### src/rtl/tsg_pkg.sv
// Shared types and constants of the touch scaler and gesture detector.
// Used by tsg_ctrl, tsg_datapath and touch_scale_and_gesture; no dependencies.
`default_nettype none

package tsg_pkg;

  // Configuration port
  localparam int CFG_IDX_W  = 3;
  localparam int CFG_DATA_W = 13;

  localparam logic [CFG_IDX_W-1:0] REG_CROP_X_LOW   = 3'd0;
  localparam logic [CFG_IDX_W-1:0] REG_CROP_X_HIGH  = 3'd1;
  localparam logic [CFG_IDX_W-1:0] REG_CROP_Y_LOW   = 3'd2;
  localparam logic [CFG_IDX_W-1:0] REG_CROP_Y_HIGH  = 3'd3;
  localparam logic [CFG_IDX_W-1:0] REG_SCREEN_W     = 3'd4;
  localparam logic [CFG_IDX_W-1:0] REG_SCREEN_H     = 3'd5;
  localparam logic [CFG_IDX_W-1:0] REG_TAP_RADIUS   = 3'd6;
  localparam logic [CFG_IDX_W-1:0] REG_SLIDE_DIST   = 3'd7;

  // Register widths fixed by the register map
  localparam int CROP_W  = 12;
  localparam int SIZE_W  = 13;
  localparam int TAP_W   = 8;
  localparam int SLIDE_W = 12;

  // Gesture codes
  localparam int GEST_W = 2;
  localparam logic [GEST_W-1:0] GEST_NONE  = 2'd0;
  localparam logic [GEST_W-1:0] GEST_TAP   = 2'd1;
  localparam logic [GEST_W-1:0] GEST_RIGHT = 2'd2;
  localparam logic [GEST_W-1:0] GEST_LEFT  = 2'd3;

  // Commands from the controller to the datapath
  typedef struct packed {
    logic accept;    // latch the input beat
    logic mul;       // form |raw-lo|*size for the selected axis, load divider
    logic div_step;  // one restoring division step
    logic store;     // clamp quotient, store the axis result
    logic finish;    // update report state and load the output register
    logic axis;      // 0 selects x, 1 selects y
  } tsg_cmd_t;

  // Status from the datapath to the controller
  typedef struct packed {
    logic changed;   // incoming poll differs from the last one taken
    logic out_busy;  // output register holds a beat not yet taken
  } tsg_status_t;

endpackage

`default_nettype wire

### src/rtl/touch_scale_and_gesture.sv
// Top level of the touch scaler and gesture detector.
// Depends on tsg_pkg, tsg_ctrl and tsg_datapath.
//
//  Channel  Direction  Handshake          Contents
//  in_      slave      tvalid/tready      one sensor poll per beat
//  out_     master     tvalid/tready      one report per poll
//  cfg_     write      wr_en              register index and data, no read-back
//
// An unchanged poll goes from the accept straight to the finish state, which loads
// the report into the output register once that is free. A changed poll first runs
// multiply, divide and store for x, then for y, on the single restoring divider, one
// quotient bit per cycle, shared by both axes. in_tready is high only while the sequencer
// is idle; a waiting report blocks only the next report load, not the next poll.
// Reset is synchronous and active low and restores the register defaults.
`default_nettype none

module touch_scale_and_gesture
  import tsg_pkg::*;
#(
  parameter int COORD_BITS = 12,
  localparam int IN_W  = ((1 + 2 * COORD_BITS + 7) / 8) * 8,
  localparam int OUT_W = ((2 + 6 * COORD_BITS + GEST_W + 7) / 8) * 8
) (
  input  wire logic                  clk,
  input  wire logic                  rst_n,
  // input beats
  input  wire logic                  in_tvalid,
  output logic                       in_tready,
  // [0] is_touched, raw_x, raw_y, zero fill
  input  wire logic [IN_W-1:0]       in_tdata,
  // report beats
  output logic                       out_tvalid,
  input  wire logic                  out_tready,
  // [0] updated, touched_now, pos_x, pos_y, press_x, press_y, lift_x, lift_y,
  // gesture, zero fill
  output logic [OUT_W-1:0]           out_tdata,
  // configuration writes
  input  wire logic                  cfg_wr_en,
  input  wire logic [CFG_IDX_W-1:0]  cfg_index,
  input  wire logic [CFG_DATA_W-1:0] cfg_data
);

  localparam int M        = (COORD_BITS > CROP_W) ? COORD_BITS : CROP_W;
  localparam int NUM_W    = M + SIZE_W;

  tsg_cmd_t    cmd;
  tsg_status_t status;

  logic                  updated, touched_now;
  logic [COORD_BITS-1:0] pos_x, pos_y, press_x, press_y, lift_x, lift_y;
  logic [GEST_W-1:0]     gesture;

  tsg_ctrl #(
    .NUM_W (NUM_W)
  ) u_ctrl (
    .clk       (clk),
    .rst_n     (rst_n),
    .in_tvalid (in_tvalid),
    .in_tready (in_tready),
    .status    (status),
    .cmd       (cmd)
  );

  tsg_datapath #(
    .COORD_BITS (COORD_BITS)
  ) u_datapath (
    .clk         (clk),
    .rst_n       (rst_n),
    .cfg_wr_en   (cfg_wr_en),
    .cfg_index   (cfg_index),
    .cfg_data    (cfg_data),
    .is_touched  (in_tdata[0]),
    .raw_x       (in_tdata[COORD_BITS:1]),
    .raw_y       (in_tdata[2*COORD_BITS:COORD_BITS+1]),
    .cmd         (cmd),
    .status      (status),
    .out_tready  (out_tready),
    .out_tvalid  (out_tvalid),
    .updated     (updated),
    .touched_now (touched_now),
    .pos_x       (pos_x),
    .pos_y       (pos_y),
    .press_x     (press_x),
    .press_y     (press_y),
    .lift_x      (lift_x),
    .lift_y      (lift_y),
    .gesture     (gesture)
  );

  // Pack the report, first field in the lowest bits
  assign out_tdata = OUT_W'({gesture, lift_y, lift_x, press_y, press_x,
                             pos_y, pos_x, touched_now, updated});

endmodule

`default_nettype wire

### src/rtl/tsg_ctrl.sv
// Sequencer of the touch scaler: accept, per-axis multiply/divide/store for a changed poll, finish.
// Depends on tsg_pkg; drives tsg_datapath through tsg_cmd_t.
`default_nettype none

module tsg_ctrl
  import tsg_pkg::*;
#(
  parameter int NUM_W = 25
) (
  input  wire logic        clk,
  input  wire logic        rst_n,
  input  wire logic        in_tvalid,
  output logic             in_tready,
  input  wire tsg_status_t status,
  output tsg_cmd_t         cmd
);

  localparam int CNT_W = $clog2(NUM_W);

  localparam logic [2:0] S_IDLE  = 3'd0;
  localparam logic [2:0] S_MUL   = 3'd1;
  localparam logic [2:0] S_DIV   = 3'd2;
  localparam logic [2:0] S_STORE = 3'd3;
  localparam logic [2:0] S_FIN   = 3'd4;

  logic [2:0]       state_r, state_nxt;
  logic [CNT_W-1:0] cnt_r, cnt_nxt;
  logic             axis_r, axis_nxt;

  assign in_tready = (state_r == S_IDLE);

  // Next-state and command decode
  always_comb begin
    state_nxt    = state_r;
    cnt_nxt      = cnt_r;
    axis_nxt     = axis_r;
    cmd          = '0;
    cmd.axis     = axis_r;
    unique case (state_r)
      S_IDLE: begin
        if (in_tvalid) begin
          cmd.accept = 1'b1;
          axis_nxt   = 1'b0;
          state_nxt  = status.changed ? S_MUL : S_FIN;
        end
      end
      S_MUL: begin
        cmd.mul   = 1'b1;
        cnt_nxt   = '0;
        state_nxt = S_DIV;
      end
      S_DIV: begin
        cmd.div_step = 1'b1;
        cnt_nxt      = cnt_r + 1'b1;
        if (cnt_r == CNT_W'(NUM_W - 1)) begin
          state_nxt = S_STORE;
        end
      end
      S_STORE: begin
        cmd.store = 1'b1;
        if (axis_r) begin
          state_nxt = S_FIN;
        end else begin
          axis_nxt  = 1'b1;
          state_nxt = S_MUL;
        end
      end
      S_FIN: begin
        if (!status.out_busy) begin
          cmd.finish = 1'b1;
          state_nxt  = S_IDLE;
        end
      end
      default: state_nxt = S_IDLE;
    endcase
  end

  // State registers
  always_ff @(posedge clk) begin
    if (!rst_n) begin
      state_r <= S_IDLE;
      cnt_r   <= '0;
      axis_r  <= 1'b0;
    end else begin
      state_r <= state_nxt;
      cnt_r   <= cnt_nxt;
      axis_r  <= axis_nxt;
    end
  end

  // The output register is never overwritten while a beat waits in it.
  a_no_overwrite: assert property (@(posedge clk) disable iff (!rst_n)
    cmd.finish |-> !status.out_busy)
    else $error("finish issued while output register busy");

  // A changed poll starts the x-axis multiply in the next cycle.
  a_changed_starts_x: assert property (@(posedge clk) disable iff (!rst_n)
    (cmd.accept && status.changed) |=> (state_r == S_MUL && !axis_r))
    else $error("changed poll did not start x-axis scaling");

  // The division step counter stays inside the quotient width.
  a_cnt_range: assert property (@(posedge clk) disable iff (!rst_n)
    (state_r == S_DIV) |-> (32'(cnt_r) < NUM_W))
    else $error("division step counter out of range");

  // The y axis is only divided after the x axis has been stored.
  a_y_after_x: assert property (@(posedge clk) disable iff (!rst_n)
    (state_r == S_MUL && axis_r) |-> $past(state_r == S_STORE))
    else $error("y-axis scaling entered without x-axis store");

endmodule

`default_nettype wire

### src/rtl/tsg_datapath.sv
// Datapath of the touch scaler: config registers, multiplier, serial divider,
// clamp, report state and output register. Depends on tsg_pkg.
`default_nettype none

module tsg_datapath
  import tsg_pkg::*;
#(
  parameter int COORD_BITS = 12
) (
  input  wire logic                  clk,
  input  wire logic                  rst_n,
  // configuration
  input  wire logic                  cfg_wr_en,
  input  wire logic [CFG_IDX_W-1:0]  cfg_index,
  input  wire logic [CFG_DATA_W-1:0] cfg_data,
  // input payload
  input  wire logic                  is_touched,
  input  wire logic [COORD_BITS-1:0] raw_x,
  input  wire logic [COORD_BITS-1:0] raw_y,
  // control
  input  wire tsg_cmd_t              cmd,
  output tsg_status_t                status,
  // output channel
  input  wire logic                  out_tready,
  output logic                       out_tvalid,
  output logic                       updated,
  output logic                       touched_now,
  output logic [COORD_BITS-1:0]      pos_x,
  output logic [COORD_BITS-1:0]      pos_y,
  output logic [COORD_BITS-1:0]      press_x,
  output logic [COORD_BITS-1:0]      press_y,
  output logic [COORD_BITS-1:0]      lift_x,
  output logic [COORD_BITS-1:0]      lift_y,
  output logic [GEST_W-1:0]          gesture
);

  localparam int CB    = COORD_BITS;
  localparam int M     = (CB > CROP_W) ? CB : CROP_W;   // common operand width
  localparam int NUM_W = M + SIZE_W;                    // |raw-lo|*size
  localparam int TW    = (CB > SIZE_W) ? CB : SIZE_W;   // clamp compare width
  localparam int GW    = M + 2;                         // gesture compare width

  // Configuration registers
  logic [CROP_W-1:0]  crop_x_low_r, crop_x_high_r, crop_y_low_r, crop_y_high_r;
  logic [SIZE_W-1:0]  screen_w_r, screen_h_r;
  logic [TAP_W-1:0]   tap_radius_r;
  logic [SLIDE_W-1:0] slide_dist_r;

  always_ff @(posedge clk) begin
    if (!rst_n) begin
      crop_x_low_r  <= CROP_W'(1);
      crop_x_high_r <= CROP_W'(1);
      crop_y_low_r  <= CROP_W'(1);
      crop_y_high_r <= CROP_W'(1);
      screen_w_r    <= SIZE_W'(1);
      screen_h_r    <= SIZE_W'(1);
      tap_radius_r  <= TAP_W'(10);
      slide_dist_r  <= SLIDE_W'(30);
    end else if (cfg_wr_en) begin
      unique case (cfg_index)
        REG_CROP_X_LOW:  crop_x_low_r  <= cfg_data[CROP_W-1:0];
        REG_CROP_X_HIGH: crop_x_high_r <= cfg_data[CROP_W-1:0];
        REG_CROP_Y_LOW:  crop_y_low_r  <= cfg_data[CROP_W-1:0];
        REG_CROP_Y_HIGH: crop_y_high_r <= cfg_data[CROP_W-1:0];
        REG_SCREEN_W:    screen_w_r    <= cfg_data[SIZE_W-1:0];
        REG_SCREEN_H:    screen_h_r    <= cfg_data[SIZE_W-1:0];
        REG_TAP_RADIUS:  tap_radius_r  <= cfg_data[TAP_W-1:0];
        REG_SLIDE_DIST:  slide_dist_r  <= cfg_data[SLIDE_W-1:0];
        default: ;
      endcase
    end
  end

  // Report state
  logic          last_touch_r;
  logic [CB-1:0] last_x_r, last_y_r;
  logic          rep_touched_r;
  logic [CB-1:0] rep_x_r, rep_y_r, rep_press_x_r, rep_press_y_r;
  logic [CB-1:0] rep_lift_x_r, rep_lift_y_r;
  logic [GEST_W-1:0] rep_gesture_r;
  logic          updated_r;
  logic          out_valid_r;

  // Latched poll
  logic          t_r;
  logic [CB-1:0] rx_r, ry_r;
  logic          changed_r;

  assign status.changed  = (is_touched != last_touch_r) || (raw_x != last_x_r) ||
                           (raw_y != last_y_r);
  assign status.out_busy = out_valid_r && !out_tready;

  always_ff @(posedge clk) begin
    if (cmd.accept) begin
      t_r       <= is_touched;
      rx_r      <= raw_x;
      ry_r      <= raw_y;
      changed_r <= status.changed;
    end
  end

  // Axis operand selection and multiply
  logic [CB-1:0]        raw_sel;
  logic [CROP_W-1:0]    lo_sel, hi_sel;
  logic [SIZE_W-1:0]    size_sel;
  logic signed [M:0]    diff;
  logic [M-1:0]         diff_mag;
  logic signed [CROP_W:0] span;
  logic [CROP_W-1:0]    span_mag;
  logic                 force_zero;
  logic [TW-1:0]        size_m1_w, mask_w;
  logic [CB-1:0]        top;

  always_comb begin
    raw_sel  = cmd.axis ? ry_r : rx_r;
    lo_sel   = cmd.axis ? crop_y_low_r  : crop_x_low_r;
    hi_sel   = cmd.axis ? crop_y_high_r : crop_x_high_r;
    size_sel = cmd.axis ? screen_h_r    : screen_w_r;
    diff     = $signed({1'b0, M'(raw_sel)}) - $signed({1'b0, M'(lo_sel)});
    diff_mag = diff[M] ? M'(-diff) : M'(diff);
    span     = $signed({1'b0, hi_sel}) - $signed({1'b0, lo_sel});
    span_mag = span[CROP_W] ? CROP_W'(-span) : CROP_W'(span);
    // A negative quotient, a zero span or a zero size all end up as zero.
    force_zero = (span == '0) || (size_sel == '0) || (diff[M] != span[CROP_W]);
    size_m1_w  = TW'(size_sel) - TW'(1);
    mask_w     = TW'({CB{1'b1}});
    top        = (size_m1_w > mask_w) ? CB'(mask_w) : CB'(size_m1_w);
  end

  // Restoring divider: quotient shifts in from the right of the dividend
  logic [NUM_W-1:0]  quo_r;
  logic [CROP_W-1:0] rem_r;
  logic [CROP_W-1:0] span_mag_r;
  logic              force_zero_r;
  logic [CB-1:0]     top_r;
  logic [CROP_W:0]   trial, trial_sub;
  logic              trial_ge;

  always_comb begin
    trial     = {rem_r, quo_r[NUM_W-1]};
    trial_ge  = (trial >= {1'b0, span_mag_r});
    trial_sub = trial - {1'b0, span_mag_r};
  end

  always_ff @(posedge clk) begin
    if (cmd.mul) begin
      quo_r        <= NUM_W'(diff_mag) * NUM_W'(size_sel);
      rem_r        <= '0;
      span_mag_r   <= span_mag;
      force_zero_r <= force_zero;
      top_r        <= top;
    end else if (cmd.div_step) begin
      quo_r <= {quo_r[NUM_W-2:0], trial_ge};
      rem_r <= trial_ge ? trial_sub[CROP_W-1:0] : trial[CROP_W-1:0];
    end
  end

  // Clamp and store each axis result
  logic [CB-1:0] scaled;
  logic [CB-1:0] new_x_r, new_y_r;

  always_comb begin
    if (force_zero_r) begin
      scaled = '0;
    end else if (quo_r > NUM_W'(top_r)) begin
      scaled = top_r;
    end else begin
      scaled = CB'(quo_r);
    end
  end

  always_ff @(posedge clk) begin
    if (cmd.store) begin
      if (cmd.axis) begin
        new_y_r <= scaled;
      end else begin
        new_x_r <= scaled;
      end
    end
  end

  // Stroke classification on release
  logic signed [GW-1:0] dx, dy, adx, ady, slide_w;
  logic [GEST_W-1:0]    gest_new;

  always_comb begin
    dx      = $signed(GW'(new_x_r)) - $signed(GW'(rep_press_x_r));
    dy      = $signed(GW'(new_y_r)) - $signed(GW'(rep_press_y_r));
    adx     = dx[GW-1] ? -dx : dx;
    ady     = dy[GW-1] ? -dy : dy;
    slide_w = $signed(GW'(slide_dist_r));
    if ((adx < $signed(GW'(tap_radius_r))) && (ady < $signed(GW'(tap_radius_r)))) begin
      gest_new = GEST_TAP;
    end else if (dx > slide_w) begin
      gest_new = GEST_RIGHT;
    end else if (dx < -slide_w) begin
      gest_new = GEST_LEFT;
    end else begin
      gest_new = GEST_NONE;
    end
  end

  // Report update and output register load
  always_ff @(posedge clk) begin
    if (!rst_n) begin
      last_touch_r  <= 1'b0;
      last_x_r      <= '0;
      last_y_r      <= '0;
      rep_touched_r <= 1'b0;
      rep_x_r       <= '0;
      rep_y_r       <= '0;
      rep_press_x_r <= '0;
      rep_press_y_r <= '0;
      rep_lift_x_r  <= '0;
      rep_lift_y_r  <= '0;
      rep_gesture_r <= GEST_NONE;
      updated_r     <= 1'b0;
      out_valid_r   <= 1'b0;
    end else begin
      if (cmd.finish) begin
        out_valid_r <= 1'b1;
      end else if (out_valid_r && out_tready) begin
        out_valid_r <= 1'b0;
      end
      if (cmd.finish) begin
        updated_r <= changed_r || (rep_gesture_r != GEST_NONE);
        // A gesture lives for one report; only a release sets a new one.
        rep_gesture_r <= (changed_r && rep_touched_r && !t_r) ? gest_new : GEST_NONE;
        if (changed_r) begin
          last_touch_r  <= t_r;
          last_x_r      <= rx_r;
          last_y_r      <= ry_r;
          rep_touched_r <= t_r;
          rep_x_r       <= new_x_r;
          rep_y_r       <= new_y_r;
          if (!rep_touched_r && t_r) begin
            rep_press_x_r <= new_x_r;
            rep_press_y_r <= new_y_r;
          end else if (rep_touched_r && !t_r) begin
            rep_lift_x_r  <= new_x_r;
            rep_lift_y_r  <= new_y_r;
          end
        end
      end
    end
  end

  assign out_tvalid  = out_valid_r;
  assign updated     = updated_r;
  assign touched_now = rep_touched_r;
  assign pos_x       = rep_x_r;
  assign pos_y       = rep_y_r;
  assign press_x     = rep_press_x_r;
  assign press_y     = rep_press_y_r;
  assign lift_x      = rep_lift_x_r;
  assign lift_y      = rep_lift_y_r;
  assign gesture     = rep_gesture_r;

  // A gesture is only reported with the finger up.
  a_gesture_released: assert property (@(posedge clk) disable iff (!rst_n)
    (out_tvalid && gesture != GEST_NONE) |-> (!touched_now && updated))
    else $error("gesture reported while touched or without update");

  // The report after one carrying a gesture is marked as updated.
  a_gesture_one_report: assert property (@(posedge clk) disable iff (!rst_n)
    (cmd.finish && rep_gesture_r != GEST_NONE) |=> (updated_r))
    else $error("gesture clear did not raise updated");

endmodule

`default_nettype wire
### config.mk
export PLATFORM = sky130hd
export DESIGN_NAME = touch_scale_and_gesture
export DESIGN_NICKNAME = d
export VERILOG_FILES = /design/src/rtl/tsg_pkg.sv /design/src/rtl/touch_scale_and_gesture.sv /design/src/rtl/tsg_ctrl.sv /design/src/rtl/tsg_datapath.sv
export SDC_FILE = /design/constraint.sdc
export NUM_CORES = 1
export LEC_CHECK = 0
export ABC_AREA = 1
export BUFFER_PORTS_ARGS = -buffer_cell sky130_fd_sc_hd__buf_2
export CAP_MARGIN = 20
export CORE_MARGIN = 3
export CORE_UTILIZATION = 46
export CTS_BUF_LIST = sky130_fd_sc_hd__clkbuf_4 sky130_fd_sc_hd__clkbuf_8
export CTS_CLUSTER_SIZE = 24
export DETAILED_ROUTE_END_ITERATION = 8
export PLACE_DENSITY = 0.64
export SETUP_SLACK_MARGIN = 0.02
export SLEW_MARGIN = 20
export SYNTH_ARGS = -nofsm -noshare
export SYNTH_HDL_FRONTEND = slang
export SYNTH_SLANG_ARGS = --single-unit
### constraint.sdc
create_clock -name clk -period 20.7 [get_ports clk]
set_clock_uncertainty 0.1 [all_clocks]
set_input_delay 1.035 -clock clk [delete_from_list [all_inputs] [get_ports clk]]
set_output_delay 1.035 -clock clk [all_outputs]
set_load 0.02 [all_outputs]
# [Word level (Yosys, flattened, before mapping)]
# Index checks and enable logic that the tools add are counted.
[classes] addsub=12 multipliers=1 div_mod_pow=0 n_lt_le_gt_ge=7 n_eq_ne=19 n_shift=0 mux=35 bitwise=2 reduce_logical=39
[op_table] op="2-to-1 mux 12 bit" n=8
[op_table] op="subtractor 12 x 12 -> 13 bit" n=4
[op_table] op="2-to-1 mux 25 bit" n=2
[op_table] op="less-than comparator 14 x 9 -> 1 bit" n=2
[op_table] op="2-to-1 mux 14 bit" n=2
[op_table] op="negator 14 bit" n=2
[op_table] op="logical NOT 13 bit" n=2
[op_table] op="greater-than comparator 25 x 12 -> 1 bit" n=1
[op_table] op="multiplier 12 x 13 -> 25 bit" n=1
[op_table] op="!= test 12 bit" n=2
[op_table] op="negator 12 bit" n=2
[op_table] op="AND reduction 2 bit" n=12
[op_table] op="== test 3 bit (second input constant)" n=5
[op_table] op="2-to-1 mux 3 bit" n=5
[op_table] op="case mux 3 bit (5 select lines)" n=1
[op_table] op="greater-than comparator 14 x 13 -> 1 bit" n=1
[op_table] op="less-than comparator 14 bit" n=1
[op_table] op="negator 12 -> 14 bit" n=1
[op_table] op="greater-or-equal comparator 13 x 12 -> 1 bit" n=1
[op_table] op="greater-than comparator 13 x 12 -> 1 bit (second input constant)" n=1
[op_table] op="2-to-1 mux 13 bit" n=1
[op_table] op="subtractor 13 x 1 -> 13 bit (second input constant)" n=1
[op_table] op="== test 3 x 2 -> 1 bit (second input constant)" n=4
[op_table] op="subtractor 12 bit" n=1
[op_table] op="18 further kinds" n=52
[word_totals] reg_bits=316 latch_bits=0 ram_bits=0 romBits=0 in_bits=53 out_inout_bits=82 wordCells=149 memories=0

# [Depth between registers and ports, before layout]
[depth] word_depth=7 mapped_depth=46

# [By module]
# Synthesis repeated with hierarchy kept, for this count alone.
[unflattened] cells_unflattened=3007 area_unflattened_um2=22868.2
[by_module_without_submodules] mod="tsg_datapath" n_inst=1 cells_per_inst=2921 area_per_inst_um2=22298.9
[by_module_without_submodules] mod="tsg_ctrl" n_inst=1 cells_per_inst=79 area_per_inst_um2=520.5
[by_module_without_submodules] mod="touch_scale_and_gesture" n_inst=1 cells_per_inst=7 area_per_inst_um2=48.8

# [Worst setup path before layout]
# Ideal clock, no wire load.
[synth_path] kind="reg2reg" start="register u_ctrl.axis_r" end="register u_datapath.quo_r[18] (data pin)" setup_time_ns=0.259 arrival_time_ns=7.951 required_time_ns=20.341 slack_ns=12.389 path_stages_with_launch=38 synth_period_minus_slack_ns=8.311 cell_sequence="dfxtp_1 buf_6 buf_6 clkbuf_1 buf_1 mux2i_1 ha_1 inv_1 fa_1 nand3_1 o2111ai_1 a21oi_1 inv_1 a21oi_1 nand2_1 xor2_1 clkbuf_1 nand2_1 (+2 left out) fa_1 fa_1 inv_1 fa_1 inv_1 fa_1 ha_1 a21o_1 o21bai_1 nand2_1 o211ai_1 a31oi_1 o21ai_0 a21oi_1 inv_1 or2_2 nand3_1 nand2_1"
[synth_between] elab_chain_cells=6 word_cells_on_any_way=8
[synth_lines] item="start: declaration" line_no="tsg_ctrl.sv:28" rtl="logic axis_r, axis_nxt;"
[synth_lines] item="start signal: assignment" line_no="tsg_ctrl.sv:87" rtl="axis_r <= axis_nxt;"
[synth_lines] item="2-to-1 mux 12 bit (on tied branches)" line_no="tsg_datapath.sv:115, tsg_datapath.sv:116"
[synth_lines] item="subtractor 12 x 12 -> 13 bit" line_no="tsg_datapath.sv:119" rtl="diff = $signed({1'b0, M'(raw_sel)}) - $signed({1'b0, M'(lo_sel)});"
[synth_lines] item="negator 12 bit" line_no="tsg_datapath.sv:120" rtl="diff_mag = diff[M] ? M'(-diff) : M'(diff);"
[synth_lines] item="2-to-1 mux 12 bit" line_no="tsg_datapath.sv:120"
[synth_lines] item="multiplier 12 x 13 -> 25 bit *" line_no="tsg_datapath.sv:147" rtl="quo_r <= NUM_W'(diff_mag) * NUM_W'(size_sel);"
[synth_lines] item="2-to-1 mux 25 bit *" line_no="tsg_datapath.sv:146" rtl="if (cmd.mul) begin"
[synth_lines] item="end signal: assignment" line_no="tsg_datapath.sv:147"
[synth_lines] item="end signal: assignment" line_no="tsg_datapath.sv:153" rtl="quo_r <= {quo_r[NUM_W-2:0], trial_ge};"
[synth_lines] item="end: declaration" line_no="tsg_datapath.sv:131" rtl="logic [NUM_W-1:0] quo_r;"
# Every way passes the cells marked *; elsewhere a longest branch is shown, timed or not.
# A chain may end at the register's enable or synchronous reset.

# [Worst setup path in the final report]
[layout_path] start="register u_ctrl.axis_r" end="register u_datapath.quo_r[24] (data pin)"
# The elaborated chain is that of the path after synthesis.

==> impl_results.md <==
- H-tree levels: 2
- Initial antenna violation count: 2
- Critical Path RT: 20.97 ns
- Maxcap violations: 0
- Total of flip-flops plus latches after synthesis: between 300 and 400
- Setup_tns: 0 ns
- PostCTS Resize Cnt: 0
- Most frequent CP cell: nand2_1
- Slowest stage delay, CP: a little over 0.6 ns
- Largest register by flop count: u_datapath.quo_r
- RSZ-0062 raised after global routing: false
- Final hold vios: 0
- Largest family of logic cells by synthesized area: simple AND/OR/NAND/NOR gates
- Total clock sinks: about 320
- Post-synth top flop: dfxtp_1
- Share of the synthesized area in the top cell type: 0.188
- CTS tree: done
- Clock root buffer: clkbuf_8
- Outcome: finished, final reports clean
- First-pass detailed-route iteration total: 5
- Slew Limit Fails: 0
- Final wirelength: approximately 65000 µm
- Yosys cell types: 54
- Total number of vias: 20100
- Fmax: ~110 MHz
- Mux contribution to synthesized area: 0.00567
- Reg clk slew, reported paths: around 0.06 ns
- Ports: 135
- CP max stage cell: mux2i_1
- Remaining DRCs: 0
- Final setup violation count: 0
- Hold Path Class: flip-flop to flip-flop
- PwrDens: around 100 nW/µm²
- XOR/XNOR Fraction of Synth Area: 0.0443
- Initial Util: 0.467
- DIE WIDTH: 229 µm
- Largest fanout on the critical path: 53
- Core area: 49200 µm²
- Placer Congestion: roughly 0.95
- Cell type with the largest total area after synthesis: dfxtp_1
- Filler Cells Inserted: around 4800
- Die Ht: approximately 230 µm
- Vias in the first global route: 19600
- Share of layout cells above drive strength 1: 0.0856
- Routed Antenna Nets: 0
- Share of the yosys chip area belonging to registers: 0.319
- Rows: roughly 80
- Die area: approximately 53000 µm²
- Period minus WS final: between 9 and 10 ns
- Vias per cell: 5.27
- Complex-gate fraction of the synthesized area: 0.113
- Congestion Overflow GR: 0
- Mapped cell area: 22900 µm²
- Slew HR: 0.298
- Largest net degree at the start of global routing: ~110
- Worst Setup Start Kind: flip-flop
- Synth-to-Final Area Change: 9.59%
- Worst-Skew Late Latency: around 0.63 ns
- Gr usage total: 0.245
- Worst slew pin tran: between 1 and 1.5 ns
- Peak VDD IR: 0.0000711 V
- Post-DP HPWL: approximately 50000 µm
- Fin crit share: 0.447
- Worst Path Arrival: around 9.5 ns
- # hold bufs at CTS: 0
- Ys async rst share: 0
- Static Leakage: between 10 and 15 nW
- Area occupied by multi-input gates: approximately 14000 µm²
- CP endpoint kind: flip-flop
- Total Nets Final: approximately 3500
- Synth Area in Adders: 0.200
- FF+latch area: roughly 7300 µm²
- Largest registers: u_datapath.quo_r: 25 flops, u_datapath.screen_h_r: 13 flops, u_datapath.screen_w_r: 13 flops
- Synth warnings: 0
- Synth Area in Simple Gates: 0.230
- IO Port Bufs: about 120
- DR iter-0 viols: between 1000 and 1500
- Post-Syn Instances: 3029
- CTS buffer count: 53
- Postcts setup bufs: 0
- WL/cell: approximately 17 µm
- Number of enable flip-flop cells after synthesis: 100
- Syn avg cell area: 7.57 µm²
- WS Path Type: flip-flop to flip-flop
- Global-route wire length before repair: approximately 100000 µm
- CTS Buffer Depth: 3
- Layout Utilization: 0.512
- Dominant cells by area after synthesis: dfxtp_1, edfxtp_1, nand2_1, fa_1, ha_1
- Max reg flops: 25
-- cells in the mapped netlist (2+ instances only) --
library cell and count:
nand2_1 638, nor2_1 412, inv_1 396, o21ai_0 226, dfxtp_1 216, a21oi_1 194
ha_1 183, nand3_1 124, fa_1 115, edfxtp_1 100, clkbuf_1 81, xor2_1 73
xnor2_1 43, nand4_1 38, nor3_1 23, mux2i_1 13, buf_1 11, o211ai_1 11
nor4_1 10, o21bai_1 10, or2_2 9, a31oi_1 8, nand3b_1 8, a211oi_1 7
buf_4 7, buf_2 6, or2_1 6, clkinv_1 5, inv_2 5, nor2_2 5
a21o_1 4, buf_6 4, nand2_2 4, o21a_1 4, o2111ai_1 3, o21ai_1 3
o21ai_2 3, o21ai_4 3, inv_4 2, or2_0 2
-- path summary, 6_finish.rpt --
path / end / startpoint / depth (start not counted) / slack [ns]
setup / recovery: u_datapath.quo_r[24]$_DFFE_PP_ / u_ctrl.axis_r$_SDFFE_PN0P_ / 35 / 11.44
hold / removal: u_datapath.screen_h_r[0]$_SDFFE_PN1P_ / u_datapath.screen_h_r[0]$_SDFFE_PN1P_ / 2 / 0.36
setup reg to reg: u_datapath.quo_r[24]$_DFFE_PP_ / u_ctrl.axis_r$_SDFFE_PN0P_ / 35 / 11.44
hold reg to reg: u_datapath.screen_h_r[0]$_SDFFE_PN1P_ / u_datapath.screen_h_r[0]$_SDFFE_PN1P_ / 2 / 0.36
-- per-stage QoR --
stage                     area (µm²)  hold slack [ns]  worst slack, ns  instances  power, mW
after global placement         24100            0.340            11.00       3725       1.98
after floorplan                23000            0.328            12.39       3032       1.68
final                          25100            0.357            11.44       3819       2.55
after global routing           25100            0.374            10.66       3819       2.78
after detailed placement       24100            0.344            10.98       3725       2.00
after CTS                      25100            0.359            10.91       3816       2.57
-- worst max-delay path: cells and delay by family (launching register included) --
family | cells | cell delay [ns]
flops | 1 | 0.35
mux | 1 | 0.62
compound gates | 4 | 0.67
xor+xnor | 1 | 0.43
buf+inv | 4 | 0.78
simple gates | 18 | 2.76
fa+ha+maj | 7 | 3.23
-- cell type report --
type	instances	area share
Antenna cell	1	0.0000995
Clock buffer	81	0.0396
Clock inverter	10	0.00189
Inverter	408	0.0611
Multi-Input combinational cell	2199	0.542
Sequential cell	316	0.291
Tap cell	664	0.0330
Timing Repair Buffer	140	0.0305
-- per-layer routing --
layer | up-vias | GRT usage | routed length [µm]
met4 | 2 | 0.0810 | 1880
met3 | 120 | 0.0327 | 3550
met2 | 575 | 0.413 | 30600
met1 | 9530 | 0.324 | 28800
li1 | 9917 | - | -
met5 | - | 0 | 13
-- layout by cell type (no fill, tap or decap), types with 22 or more instances in the layout --
cell and instances:
nor3_1 22, inv_1 396, nand4_1 38, nand3_1 124, a21oi_1 193, fa_1 115
buf_2 122, ha_1 183, dfxtp_1 215, clkbuf_8 62, o21ai_0 226, xnor2_1 43
edfxtp_1 100, xor2_1 72, nor2_1 411, nand2_1 638
-- kinds of logic (layout without fill, tap and decap cells) --
| family | Yosys count | in the layout |
|---|---|---|
| simple gates | 1286 | 1286 |
| buf+inv | 517 | 639 |
| compound gates | 482 | 482 |
| flops | 316 | 316 |
| fa+ha+maj | 298 | 298 |
| xor+xnor | 116 | 116 |
| mux | 13 | 13 |
| other cells | 1 | 5 |
-- where the power goes --
part,switching (mW),total [mW],leakage (nW),internal (mW)
combinational,0.794,1.21,8.60,0.413
clock,0.253,0.556,0.559,0.303
sequential,0.0472,0.790,2.69,0.743
total,1.09,2.55,11.8,1.46
Power figures use the tool's default switching activity.
